**src/rtl/sparse_table_range_min_defines.svh**
```systemverilog
// Assertion macros used by the range-minimum sequencer (stm_seq).
// Both macros sample on i_clk and are quiet while i_rst_n is low.
`ifndef SPARSE_TABLE_RANGE_MIN_DEFINES_SVH
`define SPARSE_TABLE_RANGE_MIN_DEFINES_SVH

`ifndef SYNTHESIS

// Same-cycle implication
`define STM_ASSERT(lbl, ante, cons, msg) \
    lbl: assert property (@(posedge i_clk) disable iff (!i_rst_n) (ante) |-> (cons)) \
        else $error(msg);

// Next-cycle implication
`define STM_ASSERT_NEXT(lbl, ante, cons, msg) \
    lbl: assert property (@(posedge i_clk) disable iff (!i_rst_n) (ante) |=> (cons)) \
        else $error(msg);

`else

`define STM_ASSERT(lbl, ante, cons, msg)
`define STM_ASSERT_NEXT(lbl, ante, cons, msg)

`endif

`endif

```
**src/rtl/stm_pkg.sv**
```systemverilog
`default_nettype none

package stm_pkg;

    // Field widths of the request and result
    localparam int ACTION_W = 2;
    localparam int VALUE_W  = 32;
    localparam int INDEX_W  = 10;
    localparam int STATUS_W = 2;
    localparam int COUNT_W  = 11;

    // Packed stream widths
    localparam int S_TDATA_W = 56;  // value, left_index, right_index, zero pad
    localparam int M_TDATA_W = 48;  // min_value, count, zero pad

    // Action codes
    localparam logic [ACTION_W-1:0] ACT_CLEAR  = 2'd0;
    localparam logic [ACTION_W-1:0] ACT_APPEND = 2'd1;
    localparam logic [ACTION_W-1:0] ACT_QUERY  = 2'd2;

    // Status codes
    localparam logic [STATUS_W-1:0] STAT_OK        = 2'd0;
    localparam logic [STATUS_W-1:0] STAT_BAD_RANGE = 2'd1;
    localparam logic [STATUS_W-1:0] STAT_FULL      = 2'd2;

    typedef struct packed {
        logic signed [VALUE_W-1:0] min_value;
        logic [STATUS_W-1:0]       status;
        logic [COUNT_W-1:0]        count;
    } t_result;

endpackage

`default_nettype wire

```
**src/rtl/stm_obuf.sv**
```systemverilog
`default_nettype none

// Output register: holds one result for the master stream so the
// sequencer can take the next request while the result waits.
module stm_obuf (
    input  wire logic                         i_clk,
    input  wire logic                         i_rst_n,
    input  wire logic                         i_res_valid,
    output logic                              o_res_ready,
    input  wire stm_pkg::t_result             i_res,
    output logic                              o_m_tvalid,
    input  wire logic                         i_m_tready,
    output logic [stm_pkg::M_TDATA_W-1:0]     o_m_tdata,
    output logic [stm_pkg::STATUS_W-1:0]      o_m_tuser
);
    import stm_pkg::*;

    localparam int PAD_W = M_TDATA_W - VALUE_W - COUNT_W;

    logic    r_valid;
    t_result r_data;

    assign o_res_ready = !r_valid || i_m_tready;

    always_ff @(posedge i_clk) begin
        if (!i_rst_n) begin
            r_valid <= 1'b0;
        end else if (o_res_ready) begin
            r_valid <= i_res_valid;
        end
    end

    // Payload, no reset
    always_ff @(posedge i_clk) begin
        if (o_res_ready && i_res_valid) begin
            r_data <= i_res;
        end
    end

    assign o_m_tvalid = r_valid;
    assign o_m_tdata  = {PAD_W'(0), r_data.count, r_data.min_value};
    assign o_m_tuser  = r_data.status;

endmodule

`default_nettype wire

```
**config.mk**
```make
export PLATFORM = sky130hd
export DESIGN_NAME = stm_obuf
export DESIGN_NICKNAME = d
export VERILOG_FILES = /design/src/rtl/sparse_table_range_min_defines.svh /design/src/rtl/stm_pkg.sv /design/src/rtl/stm_obuf.sv
export SDC_FILE = /design/constraint.sdc
export NUM_CORES = 1
export LEC_CHECK = 0
export BUFFER_PORTS_ARGS = -buffer_cell sky130_fd_sc_hd__buf_4
export CAP_MARGIN = 10
export CORE_AREA = 2 2 71 59
export CTS_CLUSTER_SIZE = 14
export DETAILED_ROUTE_END_ITERATION = 7
export DIE_AREA = 0 0 73 61
export PLACE_DENSITY_LB_ADDON = 0.08
export REMOVE_ABC_BUFFERS = 1
export SYNTH_ARGS = -nofsm -noshare
export SYNTH_HDL_FRONTEND = slang
export SYNTH_SLANG_ARGS = --single-unit
```
**constraint.sdc**
```tcl
create_clock -name i_clk -period 3.4 [get_ports i_clk]
set_clock_uncertainty 0.1 [all_clocks]
set_input_delay 0.51 -clock i_clk [delete_from_list [all_inputs] [get_ports i_clk]]
set_output_delay 0.51 -clock i_clk [all_outputs]
set_load 0.005 [all_outputs]
```
==> out/qor.csv <==
metric,value,unit
DR pass1 iterations,4,
initial core utilization,0.389,
Final setup viols,0,
worst-margin pin slew,0.564,ns
number of global-route vias before repair,914,
maximum clock rate,667,MHz
clock-pin slew on the worst setup and hold paths,0.08,ns
"commonest non-fill, non-tap cell in the layout",buf_4,
Tot GR Track Use,0.124,
first-pass GRT wire length,3870,microns
total gr overflow,0,
Synth Area per Inst,25.9,sq um
Synth Cell Area,0.00145,sq mm
Placed Cells incl. Taps,194,
Area growth syn-to-layout,57.0,%
final setup TNS,0,ns
FF/Latch Area,0.00137,sq mm
Hold Fails Final Rpt,0,
layout cells sized above 1,0.658,
initial antenna violation count,0,
full die area,0.00445,sq mm
worst rel slew slack,0.624,
CP Max Fanout,3,
ant diodes,0,
final std cells w/o fill,202,
area of the multi-input gates,52.6,sq um
IO Count,101,
Die Y,61,microns
Synth Instances,56,
final core occ,0.611,
Final Max Slew Viols,0,
Worst Path Arrival,0.89,ns
Critical Path RT,2.79,ns
sequential fraction of the synthesis area,0.946,
Worst VDD drop,0.325,mV
CP cell instances,buf_4 -> nand2b_4 -> buf_4,
Initial DRC Count,28,
Area contributors post-synth,"edfxtp_1, buf_4, dfxtp_1, nand2b_4, a21boi_2",
P_leak,0.979,nW
critical path's largest stage delay,0.14,ns
CTS Hold Buffers Added,0,
unrepaired setup endpoints after global routing,false,
detailed-route via count,866,
post-route clock period utilization,0.441,
CP endpoint kind,output pin,
Hold Path Class,in2reg,
wire per inst,13.3,microns
fillers,291,
PwrDens,475,mW/mm^2
DRT antenna net count,0,
crit path time final,1.50,ns
Horiz. Die Dim,73,microns
max-cap violation count,0,
synthesis-stage register bit count,46,
PnR Total Power,1.08,mW
Worst setup SP type,input pin,
most frequent cells in the layout,"buf_4, edfxtp_1, conb_1, clkbuf_8",
Post-CTS Setup Inserts,0,
Inserted Clock Buffers,5,
Clock Latency Late Sink,0.28,ns
Synth area leader,edfxtp_1,
Yosys Warn Count,0,
Root Buffer,clkbuf_8,
largest net degree at the start of global routing,46,
area share of the largest cell type after synthesis,0.932,
most repeated library cell on the critical path,buf_4,
CTS tree,built,
Port-buffer cells,95,
WL final,2680,microns
final net count,206,
critical path type,in2out,
core area,0.00373,sq mm
CTS resizes,0,
H-tree levels,2,
post-synth cell types,8,
outcome,finished clean,
Worst path slowest cell,nand2b_4,
routability cong.,0.605,
clk sink count,46,
Clock Path Buffers,2,
Vias per Instance,4.29,
Residual DRC,0,
Rows,20,
[state kept, by name, indices dropped and copies added, names as in the netlist]
register,cells
o_m_tvalid,1
o_m_tuser,2
o_m_tdata,43
[synth_stat cells]
cell       n
edfxtp_1  45
and2_4     1
inv_1      1
nand2b_4   1
buf_4      5
dfxtp_1    1
a21boi_2   1
conb_1     1
[through the flow]
stage               hold slack, ns  setup slack (ns)  area, sq um
floorplan                    0.406              1.89         1430
global placement             0.388              1.70         2200
detailed placement           0.404              1.67         2200
CTS                          0.282              1.90         2280
global route                 0.277              1.88         2280
finish                       0.297              1.90         2280
[worst max-delay path, delay by kind of cell]
family / cells / cell delay, ns
buffers and inverters: 2 / 0.24
and+or+nand+nor: 1 / 0.14
[routing by layer]
layer / track usage / up-vias / routed length, microns
li1: - / 403 / -
met1: 0.116 / 399 / 889
met2: 0.221 / 60 / 1440
met3: 0.0598 / 4 / 321
met4: 0.0714 / 0 / 31
met5: 0 / - / 0
[area by class of cell]
type	count	area share
multi-input combinational	8	0.0231
inverter	1	0.00165
clock inverter	2	0.00385
sequential	46	0.602
timing repair buffer	95	0.313
clock buffer	6	0.0319
tap	44	0.0242
[where the power goes]
part           switching (mW)  internal, mW  total [mW]  leakage, nW
clock                   0.159         0.141       0.300       0.0426
combinational          0.0376        0.0724       0.110        0.493
sequential            0.00923         0.662       0.671        0.444
total                   0.205         0.875        1.08        0.979
[worst paths after layout]
check	cells past startpoint	from	to	slack [ns]
setup / recovery	3	i_m_tready	o_res_ready	1.90
hold reg to reg	2	o_m_tvalid$_SDFFE_PN0P_	o_m_tvalid$_SDFFE_PN0P_	0.41
hold / removal	1	i_res[8]	o_m_tdata[40]$_DFFE_PP_	0.30
setup reg to reg	2	o_m_tvalid$_SDFFE_PN0P_	o_m_tdata[39]$_DFFE_PP_	2.00
[cells by family (layout without fill, tap and decap cells)]
group / after synthesis / count (layout) / synth area share
other: 1 / 5 / 0.00259
buffers and inverters: 6 / 104 / 0.0285
and+or+nand+nor: 2 / 2 / 0.0155
DFF: 46 / 46 / 0.946
AOI/OAI and AO/OA: 1 / 1 / 0.00776
Power figures use the tool's default switching activity.
