$ cat config.mk
export PLATFORM = sky130hd
export DESIGN_NAME = stm_seq
export DESIGN_NICKNAME = d
export VERILOG_FILES = /design/src/rtl/stm_pkg.sv /design/src/rtl/stm_seq.sv
export VERILOG_INCLUDE_DIRS = /design/src /design/src/rtl
export SDC_FILE = /design/constraint.sdc
export NUM_CORES = 1
export LEC_CHECK = 0
export ABC_AREA = 1
export BUFFER_PORTS_ARGS = -buffer_cell sky130_fd_sc_hd__buf_2
export CORE_MARGIN = 2
export CORE_UTILIZATION = 52
export CTS_CLUSTER_SIZE = 25
export DETAILED_ROUTE_END_ITERATION = 8
export PLACE_DENSITY = 0.78
export REMOVE_ABC_BUFFERS = 1
export SLEW_MARGIN = 20
export SYNTH_ARGS = -nofsm -noshare
export SYNTH_HDL_FRONTEND = slang
export SYNTH_SLANG_ARGS = --single-unit
$ cat constraint.sdc
create_clock -name i_clk -period 5.4 [get_ports i_clk]
set_clock_uncertainty 0.2 [all_clocks]
set_input_delay 1.08 -clock i_clk [delete_from_list [all_inputs] [get_ports i_clk]]
set_output_delay 1.08 -clock i_clk [all_outputs]
set_load 0.02 [all_outputs]
$ cat src/rtl/sparse_table_range_min_defines.svh
// Assertion macros used by the range-minimum sequencer (stm_seq).
// Both macros sample on i_clk and are quiet while i_rst_n is low.
`ifndef SPARSE_TABLE_RANGE_MIN_DEFINES_SVH
`define SPARSE_TABLE_RANGE_MIN_DEFINES_SVH

`ifndef SYNTHESIS

// Same-cycle implication
`define STM_ASSERT(lbl, ante, cons, msg) \
    lbl: assert property (@(posedge i_clk) disable iff (!i_rst_n) (ante) |-> (cons)) \
        else $error(msg);

// Next-cycle implication
`define STM_ASSERT_NEXT(lbl, ante, cons, msg) \
    lbl: assert property (@(posedge i_clk) disable iff (!i_rst_n) (ante) |=> (cons)) \
        else $error(msg);

`else

`define STM_ASSERT(lbl, ante, cons, msg)
`define STM_ASSERT_NEXT(lbl, ante, cons, msg)

`endif

`endif

$ cat src/rtl/stm_pkg.sv
`default_nettype none

package stm_pkg;

    // Field widths of the request and result
    localparam int ACTION_W = 2;
    localparam int VALUE_W  = 32;
    localparam int INDEX_W  = 10;
    localparam int STATUS_W = 2;
    localparam int COUNT_W  = 11;

    // Packed stream widths
    localparam int S_TDATA_W = 56;  // value, left_index, right_index, zero pad
    localparam int M_TDATA_W = 48;  // min_value, count, zero pad

    // Action codes
    localparam logic [ACTION_W-1:0] ACT_CLEAR  = 2'd0;
    localparam logic [ACTION_W-1:0] ACT_APPEND = 2'd1;
    localparam logic [ACTION_W-1:0] ACT_QUERY  = 2'd2;

    // Status codes
    localparam logic [STATUS_W-1:0] STAT_OK        = 2'd0;
    localparam logic [STATUS_W-1:0] STAT_BAD_RANGE = 2'd1;
    localparam logic [STATUS_W-1:0] STAT_FULL      = 2'd2;

    typedef struct packed {
        logic signed [VALUE_W-1:0] min_value;
        logic [STATUS_W-1:0]       status;
        logic [COUNT_W-1:0]        count;
    } t_result;

endpackage

`default_nettype wire

$ cat src/rtl/stm_seq.sv
`default_nettype none

// Request sequencer: decodes the action, walks the table levels on append,
// reads the two overlapping spans on query, and hands one result downstream.
module stm_seq #(
    parameter int MAX_ELEMENTS = 1024,
    parameter int LEVELS       = 11,
    parameter int ADDR_W       = 14
) (
    input  wire logic                               i_clk,
    input  wire logic                               i_rst_n,
    // request side
    input  wire logic                               i_req_valid,
    output logic                                    o_req_ready,
    input  wire logic [stm_pkg::ACTION_W-1:0]       i_action,
    input  wire logic signed [stm_pkg::VALUE_W-1:0] i_value,
    input  wire logic [stm_pkg::INDEX_W-1:0]        i_left_index,
    input  wire logic [stm_pkg::INDEX_W-1:0]        i_right_index,
    // table memory
    output logic                                    o_mem_we,
    output logic [ADDR_W-1:0]                       o_mem_waddr,
    output logic signed [stm_pkg::VALUE_W-1:0]      o_mem_wdata,
    output logic                                    o_mem_re,
    output logic [ADDR_W-1:0]                       o_mem_raddr,
    input  wire logic signed [stm_pkg::VALUE_W-1:0] i_mem_rdata,
    // result side
    output logic                                    o_res_valid,
    input  wire logic                               i_res_ready,
    output stm_pkg::t_result                        o_res
);
    import stm_pkg::*;

    localparam int IDX_W = $clog2(MAX_ELEMENTS);
    localparam int CNT_W = $clog2(MAX_ELEMENTS + 1);
    localparam int LVL_W = $clog2(LEVELS);
    localparam int LOG_W = $clog2(CNT_W);
    localparam int CMP_W = (CNT_W > INDEX_W) ? CNT_W : INDEX_W;

    typedef enum logic [2:0] {
        S_IDLE,
        S_APP_RD,
        S_APP_WR,
        S_Q_RD0,
        S_Q_RD1,
        S_Q_MIN,
        S_DONE
    } t_state;

    // Position of the highest set bit
    function automatic logic [LOG_W-1:0] flog2(input logic [CNT_W-1:0] x);
        logic [LOG_W-1:0] r;
        r = '0;
        for (int i = 0; i < CNT_W; i++) begin
            if (x[i]) begin
                r = LOG_W'(i);
            end
        end
        return r;
    endfunction

    // Level clamp to the top of the table
    function automatic logic [LVL_W-1:0] clamp_lvl(input logic [LOG_W-1:0] p);
        logic [LVL_W-1:0] r;
        if (int'(p) > LEVELS - 1) begin
            r = LVL_W'(LEVELS - 1);
        end else begin
            r = LVL_W'(p);
        end
        return r;
    endfunction

    t_state                   r_state;
    logic [CNT_W-1:0]         r_count;
    logic [IDX_W-1:0]         r_idx;      // append index, or query left index
    logic [IDX_W-1:0]         r_second;   // query start of right span
    logic [LVL_W-1:0]         r_lvl;
    logic [LVL_W-1:0]         r_top;
    logic signed [VALUE_W-1:0] r_prev;    // span just written one level down
    logic signed [VALUE_W-1:0] r_first;
    t_result                  r_res;

    logic                     req_acc;
    logic                     full;
    logic                     bad_range;
    logic [IDX_W-1:0]         cnt_idx;
    logic [CNT_W-1:0]         cnt_inc;
    logic [LVL_W-1:0]         app_top;
    logic [INDEX_W:0]         q_len;
    logic [LVL_W-1:0]         q_lvl;
    logic [IDX_W-1:0]         hi_idx;
    logic [IDX_W:0]           q_second;
    logic [IDX_W:0]           app_start;
    logic signed [VALUE_W-1:0] app_min;
    logic signed [VALUE_W-1:0] q_min;

    assign req_acc  = i_req_valid && o_req_ready;
    assign full     = (r_count == CNT_W'(MAX_ELEMENTS));
    assign cnt_idx  = IDX_W'(r_count);
    assign cnt_inc  = r_count + CNT_W'(1);
    assign app_top  = clamp_lvl(flog2(cnt_inc));

    // Query range check and span level
    assign bad_range = (i_left_index > i_right_index) ||
                       (CMP_W'(i_right_index) >= CMP_W'(r_count));
    assign q_len     = {1'b0, i_right_index} - {1'b0, i_left_index} + (INDEX_W+1)'(1);
    assign q_lvl     = clamp_lvl(flog2(CNT_W'(q_len)));
    assign hi_idx    = IDX_W'(i_right_index);
    assign q_second  = {1'b0, hi_idx} + (IDX_W+1)'(1) - ((IDX_W+1)'(1) << q_lvl);

    // Start of the span at the current level that ends at the new index
    assign app_start = {1'b0, r_idx} + (IDX_W+1)'(1) - ((IDX_W+1)'(1) << r_lvl);

    assign app_min = (i_mem_rdata < r_prev) ? i_mem_rdata : r_prev;
    assign q_min   = (i_mem_rdata < r_first) ? i_mem_rdata : r_first;

    // Memory access per state
    always_comb begin
        o_mem_we    = 1'b0;
        o_mem_waddr = '0;
        o_mem_wdata = i_value;
        o_mem_re    = 1'b0;
        o_mem_raddr = '0;
        case (r_state)
            S_IDLE: begin
                o_mem_we    = req_acc && (i_action == ACT_APPEND) && !full;
                o_mem_waddr = {LVL_W'(0), cnt_idx};
                o_mem_wdata = i_value;
            end
            S_APP_RD: begin
                o_mem_re    = 1'b1;
                o_mem_raddr = {r_lvl - LVL_W'(1), app_start[IDX_W-1:0]};
            end
            S_APP_WR: begin
                o_mem_we    = 1'b1;
                o_mem_waddr = {r_lvl, app_start[IDX_W-1:0]};
                o_mem_wdata = app_min;
            end
            S_Q_RD0: begin
                o_mem_re    = 1'b1;
                o_mem_raddr = {r_lvl, r_idx};
            end
            S_Q_RD1: begin
                o_mem_re    = 1'b1;
                o_mem_raddr = {r_lvl, r_second};
            end
            default: begin
            end
        endcase
    end

    // State, count and result registers
    always_ff @(posedge i_clk) begin
        if (!i_rst_n) begin
            r_state <= S_IDLE;
            r_count <= '0;
        end else begin
            case (r_state)
                S_IDLE: begin
                    if (req_acc) begin
                        r_res.min_value <= '0;
                        case (i_action)
                            ACT_CLEAR: begin
                                r_count      <= '0;
                                r_res.status <= STAT_OK;
                                r_res.count  <= '0;
                                r_state      <= S_DONE;
                            end
                            ACT_APPEND: begin
                                if (full) begin
                                    r_res.status <= STAT_FULL;
                                    r_res.count  <= COUNT_W'(r_count);
                                    r_state      <= S_DONE;
                                end else begin
                                    r_res.status <= STAT_OK;
                                    r_count      <= cnt_inc;
                                    r_res.count  <= COUNT_W'(cnt_inc);
                                    r_idx        <= cnt_idx;
                                    r_prev       <= i_value;
                                    r_top        <= app_top;
                                    r_lvl        <= LVL_W'(1);
                                    // single element spans need no upper levels
                                    r_state      <= (app_top != '0) ? S_APP_RD : S_DONE;
                                end
                            end
                            ACT_QUERY: begin
                                r_res.count <= COUNT_W'(r_count);
                                if (bad_range) begin
                                    r_res.status <= STAT_BAD_RANGE;
                                    r_state      <= S_DONE;
                                end else begin
                                    r_res.status <= STAT_OK;
                                    r_idx        <= IDX_W'(i_left_index);
                                    r_second     <= q_second[IDX_W-1:0];
                                    r_lvl        <= q_lvl;
                                    r_state      <= S_Q_RD0;
                                end
                            end
                            default: begin
                                r_res.status <= STAT_OK;
                                r_res.count  <= COUNT_W'(r_count);
                                r_state      <= S_DONE;
                            end
                        endcase
                    end
                end
                S_APP_RD: begin
                    r_state <= S_APP_WR;
                end
                S_APP_WR: begin
                    r_prev <= app_min;
                    if (r_lvl == r_top) begin
                        r_state <= S_DONE;
                    end else begin
                        r_lvl   <= r_lvl + LVL_W'(1);
                        r_state <= S_APP_RD;
                    end
                end
                S_Q_RD0: begin
                    r_state <= S_Q_RD1;
                end
                S_Q_RD1: begin
                    r_first <= i_mem_rdata;
                    r_state <= S_Q_MIN;
                end
                S_Q_MIN: begin
                    r_res.min_value <= q_min;
                    r_state         <= S_DONE;
                end
                S_DONE: begin
                    if (i_res_ready) begin
                        r_state <= S_IDLE;
                    end
                end
                default: begin
                    r_state <= S_IDLE;
                end
            endcase
        end
    end

    assign o_req_ready = (r_state == S_IDLE);
    assign o_res_valid = (r_state == S_DONE);
    assign o_res       = r_res;

`include "sparse_table_range_min_defines.svh"

    `STM_ASSERT(a_no_rw_overlap, o_mem_re, !o_mem_we, "table read and write in one cycle")
    `STM_ASSERT(a_count_bound, 1'b1, r_count <= CNT_W'(MAX_ELEMENTS), "count above capacity")
    `STM_ASSERT(a_level_bound, r_state == S_APP_WR, (r_lvl != '0) && (r_lvl <= r_top), "append level outside span range")
    `STM_ASSERT(a_err_zero, (r_state == S_DONE) && (r_res.status != STAT_OK), r_res.min_value == '0, "error result with nonzero minimum")
    `STM_ASSERT_NEXT(a_query_reads, (r_state == S_Q_RD0), (r_state == S_Q_RD1) && o_mem_re, "query second span not read")

endmodule

`default_nettype wire

==> results.yml, run 1 <==
global_route:
  antenna_found_initial: 0
  grt_max_degree: 65
  groute.usage.overall_pct: 26.7
  first_pass_grt_wire_length_um: 47000
  grt_pass1_vias: 9657
  global_route.overflow_total: 0
final_layout:
  finalNonFillerCells: 1883
  design.final.nets: 1835
  fill_cells: 1811
  fraction_of_final_layout_cells_sized_beyond_drive_strength_1_pct: 19.9
  postLayoutCellArea_um2: 13400
  layout-area-overhead-vs-synth_pct: 20.3
power:
  power.ir.vdd_worst_v: 0.000194
  power_total_uw: 5120
  leak_uw: 0.00644
  power_density_of_the_placed_cells_nw_per_um2: 383
drt:
  num_vias: 10300
  drt_iter0_drc: 733
  detailedRoute.firstPassIterationCount: 5
  avgViaCountPerCell: 5.49
  postRouteAntennaNets: 0
  wl_per_cell_um: 16.3
  wirelength_um: 30700
  drcViolationCount: 0
sta:
  hold_viol_final: 0
  period_share_pct: 96.4
  slew_headroom_pct: 29.0
  achievable-frequency_ghz: 0.192
  worst_slack_ns: 0.197
  report.final.slew_viol_count: 0
  final_critical_path_required_period_ns: 5.20
  hold_ws_ns: 0.320
  worst_pin_slew_ns: 1.06
  report.final.setup_viol: 0
placement:
  placement.io_buffers: 198
  dpl_wire_length_um: 23200
  post-place-ws_ns: -0.515
  placed_area_um2: 12700
  numPlacedInstances: 1849
  gpl.final_weighted_congestion: 0.948
floorplanning:
  chipWidth_um: 150
  core.rowCount: 53
  die_area_um2: 22600
  die_height_um: 150
  coreArea_um2: 21000
  initial_core_util_pct: 52.9
  io_pins: 199
setup_path:
  required_ns: 5.38
  rrSetupSlack_ns: 2.05
  critPathCaptureType: "flip-flop"
  arrival_time_of_data_at_the_critical_path_endpoint_ns: 5.19
  startpoint_type: "primary input"
  slowest_delay_ns: 0.37
  crit_path_max_fanout: 5
  timing.rr.end: "r_lvl[0]"
  worst_reg2reg_path_depth: 11
  worstSetupPathType: "primary input to flip-flop"
  critical_path.reg2reg.startpoint: "r_count[2]"
  cp_slowest_cell: "sky130_fd_sc_hd__fa_2"
clock_network:
  clock_tree_from_tritoncts: "built"
  htree_num_levels: 4
  clkLatencyLatePin_ns: 0.43
  cts-root-buf: "sky130_fd_sc_hd__clkbuf_16"
  clk_transition_reported_paths_ns: 0.06
  clock_path_buffers: 2
  post_cts_buffers: 0
  cts.sink_count: 151
  numCtsBuffers: 17
  holdBufCountCts: 0
logic_synthesis:
  synth_compound_area_share_pct: 11.7
  dominant_combinational_cell_family_by_area_after_synthesis: "simple AND/OR/NAND/NOR gates"
  yosysSeqAreaShare_pct: 39.5
  synth_async_sr_flop_share_pct: 0
  synthSimpleGateAreaFrac_pct: 21.4
  syn-cell-area_um2: 11100
  ys_seq_elements: 151
  count_of_flip_flops_with_a_built_in_enable_after_synthesis: 137
  synth_mux_area_share_pct: 0
  ys_types: 40
  synth_cells: 1368
  post_synth_fa_ha_maj_area_fraction_pct: 17.2
  share_of_the_synthesized_netlist_area_taken_by_xor_and_xnor_gates_pct: 2.13
  synth_area_per_cell_um2: 8.12
  yosys_warnings: 0
  ys.flop_type: "sky130_fd_sc_hd__edfxtp_1"
outcome:
  result_of_the_run: "finished, final reports clean"
worst_hold_path:
  timing.hold.worst.class: "flip-flop to flip-flop"
  hold_path.startpoint: "r_count[4]"
  hold-path-endpoint: "r_count[4]"
  hold_depth: 2
flow_run:
  max_cap_violations: 0
[kinds of logic after synthesis]
| group | Yosys count |
|---|---|
| buffers and inverters | 227 |
| AOI/OAI and AO/OA | 238 |
| and+or+nand+nor | 574 |
| DFF | 151 |
| adders and majority gates | 151 |
| xor gates and xnor gates | 27 |
[what timing repair did]
item                                    in CTS  in global routing
gates resized for setup                      1                 17
endpoints found under the setup margin       1                  2
pin swaps                                    0                  5
[cell usage in the layout, fill, tap and decap left out, types with 47 or more instances in the layout]
master and n:
sky130_fd_sc_hd__ha_1 147, sky130_fd_sc_hd__nand3_1 79, sky130_fd_sc_hd__nor2_1 120, sky130_fd_sc_hd__o21ai_0 74, sky130_fd_sc_hd__inv_1 181, sky130_fd_sc_hd__edfxtp_1 137, sky130_fd_sc_hd__buf_2 198, sky130_fd_sc_hd__a21oi_1 105
sky130_fd_sc_hd__nand2_1 323, sky130_fd_sc_hd__buf_4 47
[area by class of cell]
type	count	area (µm²)	share of cell area, %
inverters	186	698	5.22
flip-flops and latches	151	4390	32.9
multi-input cells	990	5930	44.4
well taps	275	344	2.57
clock inverters	15	154	1.15
clock buffers	17	425	3.18
diodes	1	2.50	0.0187
repair buffers	248	1410	10.6
[sequential cells by signal, summed over array words and instances, names as in the netlist]
signal	flops
r_lvl	4
r_prev	32
r_second	10
o_res	45
r_state	3
r_top	4
r_idx	10
r_count	11
r_first	32
[report_power, final]
| part | internal (µW) | leakage [µW] | switching (µW) | total, µW |
|---|---|---|---|---|
| sequential | 1520 | 0.00138 | 70.0 | 1590 |
| combinational | 749 | 0.00476 | 1610 | 2360 |
| clock | 683 | 0.000290 | 490 | 1170 |
[layer usage]
layer / track usage [%] / share of wire, %
met5: 0 / 0
met4: 10.9 / 3.3
met3: 4.70 / 6.9
met2: 47.6 / 49
met1: 32.0 / 41
[synth_stat cells (2+ instances only)]
master / number / share of area (%)
sky130_fd_sc_hd__nand2_1: 325 / 11
sky130_fd_sc_hd__inv_1: 182 / 6.1
sky130_fd_sc_hd__ha_1: 148 / 17
sky130_fd_sc_hd__edfxtp_1: 137 / 37
sky130_fd_sc_hd__nor2_1: 125 / 4.2
sky130_fd_sc_hd__a21oi_1: 111 / 5.0
sky130_fd_sc_hd__nand3_1: 79 / 3.6
sky130_fd_sc_hd__o21ai_0: 77 / 3.5
sky130_fd_sc_hd__clkbuf_1: 26 / 0.88
sky130_fd_sc_hd__o22ai_1: 17 / 0.96
sky130_fd_sc_hd__nand4_1: 15 / 0.84
sky130_fd_sc_hd__xor2_1: 15 / 1.2
sky130_fd_sc_hd__dfxtp_1: 14 / 2.5
sky130_fd_sc_hd__xnor2_1: 12 / 0.95
sky130_fd_sc_hd__o211ai_1: 10 / 0.68
sky130_fd_sc_hd__buf_2: 9 / 0.41
sky130_fd_sc_hd__nor3_1: 9 / 0.41
sky130_fd_sc_hd__o32ai_1: 7 / 0.55
sky130_fd_sc_hd__nand2_2: 6 / 0.34
sky130_fd_sc_hd__nor2_2: 4 / 0.23
sky130_fd_sc_hd__nor4_1: 4 / 0.23
sky130_fd_sc_hd__a21o_1: 3 / 0.20
sky130_fd_sc_hd__buf_6: 3 / 0.30
sky130_fd_sc_hd__fa_1: 3 / 0.54
sky130_fd_sc_hd__inv_2: 3 / 0.10
sky130_fd_sc_hd__o21ai_1: 3 / 0.14
sky130_fd_sc_hd__buf_4: 2 / 0.14
sky130_fd_sc_hd__nand3_2: 2 / 0.18
sky130_fd_sc_hd__nand3b_1: 2 / 0.14
sky130_fd_sc_hd__nor2_4: 2 / 0.20
sky130_fd_sc_hd__o21a_1: 2 / 0.14
sky130_fd_sc_hd__o21bai_1: 2 / 0.14
sky130_fd_sc_hd__o221ai_1: 2 / 0.16
[metrics by stage]
stage	TNS [ns]	util, %
after floorplan	-0.00267	-
after global placement	-0.449	60.4
after detailed placement	-1.02	60.4
after CTS	0	63.1
after global routing	-0.0348	63.6
final	0	63.6
[worst max-delay path: cells and delay by family]
| family | cells | cell delay [ns] |
|---|---|---|
| xor gates and xnor gates | 1 | 0.20 |
| buffers and inverters | 6 | 0.57 |
| adders and majority gates | 5 | 1.42 |
| AOI/OAI and AO/OA | 8 | 1.06 |
| and+or+nand+nor | 9 | 0.86 |
[how the worst max path moves through the flow]
| stage | startpoint | endpoint | depth (start not counted) |
|---|---|---|---|
| 2_1_floorplan | i_right_index[1] | r_second[9] | 27 |
| 3_3_place_gp | i_right_index[1] | r_second[9] | 28 |
| 3_5_place_dp | i_right_index[1] | r_second[9] | 28 |
| 4_1_cts | i_right_index[1] | r_second[9] | 28 |
| 5_1_grt | i_right_index[1] | r_second[9] | 29 |
| 6_report | i_right_index[1] | r_second[9] | 29 |
No activity file was read; power rests on OpenSTA's default activity.
==> inputs of run 2 (changes only) <==
CORE_MARGIN = 1   (was 2)
==> run 2 against run 1 <==
  * First-iteration DRC count down 15%
  * Setup slack better by 0.041 ns
  * Global-route usage up 1.0 points
  * Critical path type unchanged
  * Largest power group unchanged
==> results.yml, run 2 (same netlist as run 1, synthesis figures left out) <==
outcome:
  result_of_the_run: "finished, final reports clean"
setup_path:
  worstSetupStartpoint: "i_right_index[1]"
  startpoint_type: "primary input"
  arrival_time_of_data_at_the_critical_path_endpoint_ns: 5.14
  slowest_delay_ns: 0.35
  crit_path_max_fanout: 3
  crit_path_end: "r_second[9]"
  critical_path.top_delay_family: "adder cells"
  worst_reg2reg_path_depth: 11
  critPathMostFrequentCell: "sky130_fd_sc_hd__nand2_1"
  worst-path-stages: 27
  critical_path.reg2reg.startpoint: "r_count[2]"
  cp_slowest_cell: "sky130_fd_sc_hd__fa_2"
  critPathCaptureType: "flip-flop"
  rrSetupSlack_ns: 2.13
  worstSetupPathType: "primary input to flip-flop"
  timing.rr.end: "r_lvl[2]"
  required_ns: 5.38
  critPathBufInv: 4
drt:
  drcViolationCount: 0
  wirelength_um: 30200
  top_signal_layer_used: "met4"
  wl_per_cell_um: 16.0
  avgViaCountPerCell: 5.44
  detailedRoute.firstPassIterationCount: 4
  dr_wl_met2_um: 15000
  postRouteAntennaNets: 0
  wl_met1_um: 12700
  drt_iter0_drc: 624
  routed-wl-met3_um: 1700
  num_vias: 10300
final_layout:
  layout_commonest_cell: "sky130_fd_sc_hd__nand2_1"
  multi_input_area_um2: 5960
  design.final.nets: 1839
  postLayoutCellArea_um2: 13500
  fraction_of_final_layout_cells_sized_beyond_drive_strength_1_pct: 20.3
  antenna_cells_inserted: 0
  layout.cells.most_common_list: "321 x sky130_fd_sc_hd__nand2_1, 198 x sky130_fd_sc_hd__buf_2, 181 x sky130_fd_sc_hd__inv_1, 145 x sky130_fd_sc_hd__ha_1, 137 x sky130_fd_sc_hd__edfxtp_1"
  final-seq-area_um2: 4390
  largest_reg_flops: 45
  layout-area-overhead-vs-synth_pct: 21.2
  fill_cells: 1768
sta:
  worst_pin_slew_ns: 1.07
  slew_headroom_pct: 28.3
  final_critical_path_required_period_ns: 5.16
  achievable-frequency_ghz: 0.194
  hold_ws_ns: 0.313
  report.final.slew_viol_count: 0
  hold_viol_final: 0
  period_share_pct: 95.6
  report.final.setup_viol: 0
floorplanning:
  core.rowCount: 53
  die_area_um2: 22000
  initial_core_util_pct: 53.0
  coreArea_um2: 21000
  die_height_um: 148
  io_pins: 199
  chipWidth_um: 148
clock_network:
  clkLatencyLatePin_ns: 0.43
  cts-root-buf: "sky130_fd_sc_hd__clkbuf_16"
  clock_path_buffers: 2
  clock_tree_from_tritoncts: "built"
  holdBufCountCts: 0
  numCtsBuffers: 17
  clk_transition_reported_paths_ns: 0.06
  cts.sink_count: 151
  htree_num_levels: 4
global_route:
  groute.usage.overall_pct: 27.8
  antenna_found_initial: 0
  grt_max_degree: 48
  global_route.overflow_total: 0
  grt_pass1_vias: 9801
  first_pass_grt_wire_length_um: 47800
power:
  leak_uw: 0.00646
  power.ir.vdd_worst_v: 0.000238
  power_density_of_the_placed_cells_nw_per_um2: 388
flow_run:
  max_cap_violations: 0
placement:
  gpl.final_weighted_congestion: 0.923
  placed_area_um2: 12700
  dpl_wire_length_um: 22900
  placement.io_buffers: 198
worst_hold_path:
  timing.hold.worst.class: "flip-flop to flip-flop"
[run 2: cell types whose count changed in the layout (fill, tap and decap cells not counted), moves of 2 or more]
cell / before / now
sky130_fd_sc_hd__bufinv_16: 2 / 4
sky130_fd_sc_hd__clkinvlp_4: 0 / 2
sky130_fd_sc_hd__ha_1: 147 / 145
sky130_fd_sc_hd__nand2_1: 323 / 321
sky130_fd_sc_hd__clkinv_2: 4 / 0
sky130_fd_sc_hd__buf_4: 47 / 51
sky130_fd_sc_hd__nand2_2: 8 / 10
[run 2: worst min-delay path by stage]
stage / start / endpoint / slack [ns] / cells after the start
after floorplan: r_count[4] / r_count[4] / 0.28 / 2
after global placement: r_count[4] / r_count[4] / 0.30 / 2
after detailed placement: r_count[4] / r_count[4] / 0.31 / 2
after CTS: r_count[4] / r_count[4] / 0.32 / 2
after global routing: r_count[4] / r_count[4] / 0.35 / 2
final: r_count[4] / r_count[4] / 0.31 / 2
[run 2: repair_timing]
action                     CTS  global route
buffers inserted             0             0
setup endpoints to repair    1             2
resized for setup            1            21
pin swaps                    0             6
[run 2: routing by layer]
layer / up-vias / GRT usage (%)
li1: 5068 / -
met1: 4798 / 34.2
met2: 337 / 49.3
met3: 65 / 3.96
met4: 0 / 9.85
met5: - / 0
[run 2: tightest hold or removal path: cells and delay by family (launching register included)]
kind / cells / cell delay (ns)
AO/OA/AOI/OAI: 1 / 0.06
flip-flops: 1 / 0.34
AND/OR/NAND/NOR: 1 / 0.07
[run 2: cell type report]
class	count	share of cell area [%]
Multi-Input combinational cell	990	44.3
Sequential cell	151	32.6
Timing Repair Buffer	252	10.7
Inverter	186	5.19
Clock buffer	18	3.19
Tap cell	275	2.56
Clock inverter	14	1.47
[run 2: power breakdown]
part	total (µW)	internal (µW)	switching, µW
combinational	2350	752	1600
sequential	1590	1520	69.5
clock	1280	778	498
[run 2: stage by stage]
step | TNS, ns | utilization [%] | instances | worst slack [ns] | power [µW]
4_1_cts | 0 | 63.7 | 1885 | 0.0513 | 5180
5_1_grt | -0.202 | 64.3 | 1886 | -0.125 | 5530
6_report | 0 | 64.3 | 1886 | 0.238 | 5220
3_5_place_dp | -0.869 | 60.7 | 1853 | -0.469 | 3910
2_1_floorplan | -0.00267 | - | 1327 | -0.00267 | 3090
3_3_place_gp | -0.493 | 60.7 | 1853 | -0.326 | 3860
==> inputs of run 3 (changes only) <==
BUFFER_PORTS_ARGS = -buffer_cell sky130_fd_sc_hd__buf_4   (was -buffer_cell sky130_fd_sc_hd__buf_2)
==> run 3 against run 2 <==
  * Fmax increased by 0.49%
  * Via count decreased by 0.33%
  * Clock power decreased by 11%
  * Combinational power increased by 8%
  * Critical path type is now flip-flop to output port
==> results.yml, run 3 (same netlist as run 1, synthesis figures left out) <==
final_layout:
  design.final.nets: 1847
  layout-area-overhead-vs-synth_pct: 24.9
  fraction_of_final_layout_cells_sized_beyond_drive_strength_1_pct: 20.4
  layout.cells.most_common_list: "322 x sky130_fd_sc_hd__nand2_1, 259 x sky130_fd_sc_hd__buf_4, 181 x sky130_fd_sc_hd__inv_1, 148 x sky130_fd_sc_hd__ha_1, 137 x sky130_fd_sc_hd__edfxtp_1"
  antenna_cells_inserted: 0
  layout_commonest_cell: "sky130_fd_sc_hd__nand2_1"
  largest_reg_flops: 45
  finalNonFillerCells: 1894
  postLayoutCellArea_um2: 13900
  fill_cells: 1758
placement:
  placed_area_um2: 13200
  dpl_wire_length_um: 23800
  numPlacedInstances: 1859
  placement.io_buffers: 198
  post-place-ws_ns: -0.424
  gpl.final_weighted_congestion: 0.888
sta:
  report.final.setup_viol: 0
  report.final.slew_viol_count: 0
  final_critical_path_required_period_ns: 5.14
  fin_tns_setup_ns: 0
  hold_ws_ns: 0.310
  achievable-frequency_ghz: 0.195
  worst_slack_ns: 0.263
  slew_headroom_pct: 29.1
  period_share_pct: 95.1
  worst_pin_slew_ns: 1.06
  hold_viol_final: 0
floorplanning:
  chipWidth_um: 148
  io_pins: 199
  initial_core_util_pct: 53.0
  die_height_um: 148
  core.rowCount: 53
  die_area_um2: 22000
  coreArea_um2: 21000
setup_path:
  worst_reg2reg_path_depth: 11
  critical_path.reg2reg.startpoint: "r_count[8]"
  crit_path_end: "o_mem_waddr[9]"
  timing.rr.end: "r_lvl[0]"
  critPathCaptureType: "output port"
  rrSetupSlack_ns: 2.11
  cell_by_cell_trace_of_the_critical_path: "inv_1, ha_1, nand2_1, nor2_1, ha_1, inv_1, ha_1, fa_1, nand3_1, nand2_1, a21oi_1, o21ai_0, a21o_1, a21oi_1, xor2_1, nand2_1, o21ai_0, buf_4"
  slowest_delay_ns: 0.46
  startpoint_type: "flip-flop"
  worstSetupPathType: "flip-flop to output port"
  cp_slowest_cell: "sky130_fd_sc_hd__edfxtp_1"
  crit_path_max_fanout: 6
  required_ns: 4.12
  arrival_time_of_data_at_the_critical_path_endpoint_ns: 3.86
  worstSetupStartpoint: "r_lvl[1]"
power:
  power.ir.vdd_worst_v: 0.000266
  power_density_of_the_placed_cells_nw_per_um2: 379
  leak_uw: 0.00660
clock_network:
  clkLatencyLatePin_ns: 0.43
  numCtsBuffers: 17
  holdBufCountCts: 0
  clock_tree_from_tritoncts: "built"
  cts.sink_count: 151
  clock_path_buffers: 2
  cts-root-buf: "sky130_fd_sc_hd__clkbuf_16"
  clk_transition_reported_paths_ns: 0.07
  htree_num_levels: 4
drt:
  postRouteAntennaNets: 0
  avgViaCountPerCell: 5.40
  num_vias: 10200
  wl_per_cell_um: 16.5
  wirelength_um: 31200
  detailedRoute.firstPassIterationCount: 7
  drcViolationCount: 0
  drt_iter0_drc: 842
worst_hold_path:
  hold_path.startpoint: "r_count[4]"
  timing.hold.worst.class: "flip-flop to flip-flop"
outcome:
  result_of_the_run: "finished, final reports clean"
global_route:
  groute.usage.overall_pct: 28.7
  first_pass_grt_wire_length_um: 49300
  grt_pass1_vias: 9794
  grt_max_degree: 41
  antenna_found_initial: 0
  global_route.overflow_total: 0
flow_run:
  max_cap_violations: 0
[run 3: cell types whose count changed in the layout (fill, tap and decap cells not counted), sizes merged]
cell      change
clkbuf        +1
clkinv        +1
buf           +8
bufinv        -3
clkinvlp      +1
[run 3: repair_timing]
action | 4_1_cts | 5_1_grt
buffers inserted | 0 | 2
setup endpoints to repair | 0 | 4
gates resized for setup | 0 | 15
[run 3: area by class of cell]
class / count / area (µm²) / share of cell area [%]
multi-input combinational: 990 / 5920 / 42.6
sequential: 151 / 4390 / 31.7
timing repair buffer: 260 / 1970 / 14.2
inverter: 186 / 698 / 5.03
clock buffer: 19 / 433 / 3.12
tap: 275 / 344 / 2.48
clock inverter: 13 / 123 / 0.883
[run 3: power by group]
part           total, µW  leakage (µW)  internal [µW]  switching [µW]
Clock               1140      0.000266            640             504
Combinational       2530       0.00495            909            1620
Sequential          1590       0.00138           1520            70.2
Total               5270       0.00660           3070            2190
[run 3: layer usage]
layer / global-route usage, % / vias up / part of all wire (%)
met4: 10.2 / 0 / 2.6
met2: 50.9 / 354 / 50
met3: 3.83 / 62 / 5.9
li1: - / 5085 / -
met1: 35.6 / 4733 / 42
met5: 0 / - / 0
[run 3: how the worst min path moves through the flow]
stage | endpoint | slack [ns] | cells after the start
after global placement | r_count[4] | 0.29 | 2
after detailed placement | r_count[4] | 0.30 | 2
after CTS | r_count[4] | 0.31 | 2
after floorplan | r_count[4] | 0.28 | 2
after global routing | r_count[4] | 0.35 | 2
final | r_count[4] | 0.31 | 2
[run 3: critical path: cells and delay by family (launching register included)]
kind | cells | cell delay, ns
simple gates | 5 | 0.48
compound gates | 5 | 0.74
flops | 1 | 0.46
fa+ha+maj | 4 | 1.16
xor+xnor | 1 | 0.21
buf+inv | 3 | 0.39
[run 3: stage by stage]
step	utilization (%)	total power, µW
floorplan	-	3090
global placement	63.2	4050
detailed placement	63.2	4090
global route	66.2	5580
CTS	65.8	5240
finish	66.2	5270
